$ cat src/hw/rtl/mat_ram.sv
// mat_ram: generic single write port, single read port ram with registered read
// no dependencies
`default_nettype none

module mat_ram #(
   parameter int unsigned WIDTH = 8,
   parameter int unsigned DEPTH = 16,
   localparam int unsigned ADDR_W = $clog2(DEPTH)
) (
   input  wire logic              clock,
   input  wire logic              we,
   input  wire logic [ADDR_W-1:0] waddr,
   input  wire logic [WIDTH-1:0]  wdata,
   input  wire logic [ADDR_W-1:0] raddr,
   output logic      [WIDTH-1:0]  rdata
);

   logic [WIDTH-1:0] mem [DEPTH];

   always_ff @(posedge clock) begin
      if (we) begin
         mem[waddr] <= wdata;
      end
      rdata <= mem[raddr];
   end

endmodule

`default_nettype wire

$ cat config.mk
export PLATFORM = sky130hd
export DESIGN_NAME = mat_ram
export DESIGN_NICKNAME = d
export VERILOG_FILES = /design/src/hw/rtl/mat_ram.sv
export SDC_FILE = /design/constraint.sdc
export NUM_CORES = 1
export LEC_CHECK = 0
export BUFFER_PORTS_ARGS = -buffer_cell sky130_fd_sc_hd__buf_2
export CAP_MARGIN = 5
export CORE_ASPECT_RATIO = 1.4
export CORE_MARGIN = 8
export CORE_UTILIZATION = 35
export DETAILED_ROUTE_END_ITERATION = 7
export PLACE_DENSITY = 0.52
export SLEW_MARGIN = 20
export SYNTH_ARGS = -nofsm -noshare
export SYNTH_HDL_FRONTEND = slang
export SYNTH_SLANG_ARGS = --single-unit
$ cat constraint.sdc
create_clock -name clock -period 4.67 [get_ports clock]
set_clock_uncertainty 0.15 [all_clocks]
set_input_delay 0.2335 -clock clock [delete_from_list [all_inputs] [get_ports clock]]
set_output_delay 0.2335 -clock clock [all_outputs]
set_load 0.02 [all_outputs]
## Word level (Yosys, flattened, before mapping)

Memories as Yosys holds them, arrays and structs flattened. A register that Yosys moved wholly into a read port is not among the register bits.
Cells that the tools add are included.

| word-level totals | value |
|---|---|
| memories kept | 1 |
| RAM bits | 128 |
| bits of input ports | 18 |
| register bits | 0 |
| output and inout port bits | 8 |
| logic and storage cells | 3 |

Memory list:

| name | words | width | read ports | clocked after memory_dff | write ports | RTL line | text |
|---|---|---|---|---|---|---|---|
| mem | 16 | 8 | 1 | 1 | 1 | 18 | `logic [WIDTH-1:0] mem [DEPTH];` |

| cells by class | value |
|---|---|
| muxes and demuxes | 2 |

Operators with widths:

| kind | number |
|---|---|
| two-way mux 1 bit | 2 |

## Longest topological paths before layout

| depth | value |
|---|---|
| word-level depth | 2 |
| gate-level depth with buffers | 5 |

## Least setup slack after synthesis

Ideal clock, no wire load.

| timing path | value |
|---|---|
| path type | in2reg |
| start | input waddr[2] |
| end | memory mem[0][0] (enable) |
| setup time | 383 ps |
| slack | 2794 ps |
| required time | 4137 ps |
| arrival | 1343 ps |
| cell stages on the path | 2 |
| path buffers | 0 |
| cells stage by stage | or3b_2 > nor3_1 |

RTL lines:

| what | RTL line | text |
|---|---|---|
| from (decl) | 12 | `input wire logic [ADDR_W-1:0] waddr,` |
| to (decl) | 18 |  |

No word-level cell before the write port.

==> impl_metrics.tcl <==
set metrics [dict create \
    outcome "complete, no violations" \
    yosys_warnings 0 \
    rr_worst_depth 3 \
    sequentialPowerShare_pct 51.2 \
    end_kind "flop" \
    cp.arrival_ps 1860 \
    io_pins 26 \
    grt_pass1_wl_um 15800 \
    clock_power_share_pct 43.9 \
    post_cts_buffers 0 \
    syn-num-nets 247 \
    clkTransAtPathRegs_ps 50 \
    layout.nets 284 \
    cts_sinks 136 \
    synth_area_um2 5150 \
    synth_top_family_by_area "multiplexers" \
    wire_per_inst_um 22.4 \
    p_comb_share_pct 4.9 \
    synth_commonest_cells "edfxtp_1 (128), mux4_2 (18), a22oi_1 (16)" \
    drc 0 \
    synth_edf_count 128 \
    drt-total-wl_um 10400 \
    hold_class "in2reg" \
    reg2reg_from "mem[1][0]$_DFFE_PP_" \
    cp_max_fo 20 \
    grt_start_max_net_pins 33 \
    p_leak_nw 1.97 \
    drv_slew 0 \
    grt_antenna_before_repair 0 \
    rsz0062_at_grt "false" \
    clockRootBuffer "clkbuf_16" \
    yosys-top-cells-area "edfxtp_1 (75%), mux4_2 (7.9%), mux4_1 (7.1%)" \
    dp.final_hpwl_um 6740 \
    setup_viol 0 \
    synth_compound_area_share_pct 2.33 \
    synth.avg_cell_area_um2 22.5 \
    dieArea_um2 18900 \
    gp_congestion 0.713 \
    critPathRequiredTime_ps 4790 \
    vias 2363 \
    tritoncts "done" \
    drt_iter0_markers 107 \
    max_cap_violations 0 \
    die_h_um 159 \
    synthSimpleGateAreaFrac_pct 3.18 \
    crit_type "in2reg" \
    p_switching_w 0.000549 \
    synth_top_area_share_pct 74.7 \
    numCtsBuffers 17 \
    grt_usage_pct 11.6 \
    viasPerCell 5.06 \
    drtPass1Iterations 5 \
    tightest_slew_ps 966 \
    num_rows 52 \
    cts_resized 0 \
    area_growth_pct 16.3 \
    crit_path_end "rdata[0]$_DFF_P_" \
    yosysTopAreaCell "edfxtp_1" \
    fin_area_um2 5990 \
    htree_levels 4 \
    r2r_end "rdata[0]$_DFF_P_" \
    power.share.switching_pct 20.5 \
    postSynth.asyncResetShare_pct 0 \
    seq_area_frac_synth_pct 77.8 \
    synth_fa_ha_area_share_pct 0 \
    antenna_cells 0 \
    start_kind "input port" \
    grt_pass1_vias 2561 \
    crit_start "raddr[0]" \
    placed_cell_area_um2 5470 \
    synth_xor_area_share_pct 0 \
    portBuffers 25 \
    synth.distinct_cells 19 \
    finalSetupTns_ps 0 \
    ys_ff_latch 136 \
    muxShareOfSynthArea_pct 15.0 \
    ff2ff_setup_slack_ps 3150 \
    syn_inst 229 \
    slew_headroom_pct 35.4 \
    p_per_area_nw_per_um2 448 \
    min_period_ps 1730 \
    cts_buffer_depth 2 \
    finalHoldViolations 0 \
    drive_gt1_share_pct 27.0 \
    grt_overflow_total 0 \
    initial_core_util_pct 35.6 \
    synth-main-ff-cell "edfxtp_1" \
    coreArea_um2 14400 \
    yosysMostFrequentCell "edfxtp_1" \
    internal-power_w 0.00213 \
    post-route-period-util_pct 37.1 \
    clk_latency_ps 400 \
    die_w_um 118 \
    vdd_ir_drop_max_mv 0.224 \
    hold_buffers 0 \
    max_freq_ghz 0.577 \
    final_antenna_net_count 0 \
]
==> registers in the layout, indices dropped and copies added, names as in the netlist <==
| name | cells |
|---|---|
| mem | 128 |
| rdata | 8 |
==> power by group through the flow <==
| stage | logic [W] | clock network, W | registers, W |
|---|---|---|---|
| 6_report | 0.000133 | 0.00118 | 0.00137 |
| 5_1_grt | 0.000144 | 0.00125 | 0.00138 |
| 4_1_cts | 0.000136 | 0.00119 | 0.00137 |
| 3_5_place_dp | 0.000136 | 0 | 0.00140 |
| 3_3_place_gp | 0.000131 | 0 | 0.00140 |
| 2_1_floorplan | 0.0000693 | 0 | 0.00141 |
==> layout by cell type (no fill, tap or decap), drive strengths merged <==
master    instances
nand2             9
clkinv            9
nand3b            2
dfxtp             8
mux4             32
bufinv            1
or3b              1
nor2             13
nand2b            2
and2              1
clkbuf           20
edfxtp          128
and2b             1
a22oi            16
nor3              4
nor2b             1
clkinvlp          1
buf              28
nand3             1
==> cell families after synthesis <==
| group | count (synthesis) |
|---|---|
| AO/OA/AOI/OAI | 16 |
| AND/OR/NAND/NOR | 35 |
| multiplexers | 32 |
| buffers and inverters | 10 |
| flip-flops | 136 |
==> critical path, stage by stage <==
cell and delay [ps]:
buf_2 390, buf_12 260, mux4_1 600, a22oi_1 230, nand2_1 120
==> final cells by class <==
class / count / area (um2)
clock buffer: 20 / 437
sequential: 136 / 4000
timing repair buffer: 28 / 160
tap: 189 / 236
fill: 1317 / 8460
multi-input combinational: 83 / 1070
clock inverter: 11 / 83.8
==> per-stage QoR <==
step	worst slack [ps]	std cells	total power (W)	hold slack, ps	utilization [%]
6_report	2940	467	0.00268	61.9	41.5
4_1_cts	2900	467	0.00270	52.0	41.5
3_5_place_dp	2460	436	0.00154	489	37.9
3_3_place_gp	2180	435	0.00153	477	37.7
5_1_grt	2810	467	0.00277	59.4	41.5
2_1_floorplan	2790	229	0.00148	182	-
==> per-layer routing <==
layer / up-vias / wire length (um) / GRT usage, %
li1: 1048 / - / -
met1: 1245 / 4510 / 13.9
met2: 58 / 5350 / 18.9
met3: 12 / 388 / 3.30
met4: 0 / 199 / 5.37
met5: - / 0 / 0
==> how the worst min path moves through the flow <==
stage / end / cells past startpoint / slack, ps / startpoint
finish: mem[14][6]$_DFFE_PP_ / 1 / 60 / wdata[6]
global route: mem[9][2]$_DFFE_PP_ / 1 / 60 / wdata[2]
CTS: mem[10][2]$_DFFE_PP_ / 1 / 50 / wdata[2]
detailed placement: mem[10][3]$_DFFE_PP_ / 1 / 490 / wdata[3]
global placement: mem[10][2]$_DFFE_PP_ / 1 / 480 / wdata[2]
floorplan: mem[0][0]$_DFFE_PP_ / 0 / 180 / wdata[0]
No activity file was read; power rests on OpenSTA's default activity.
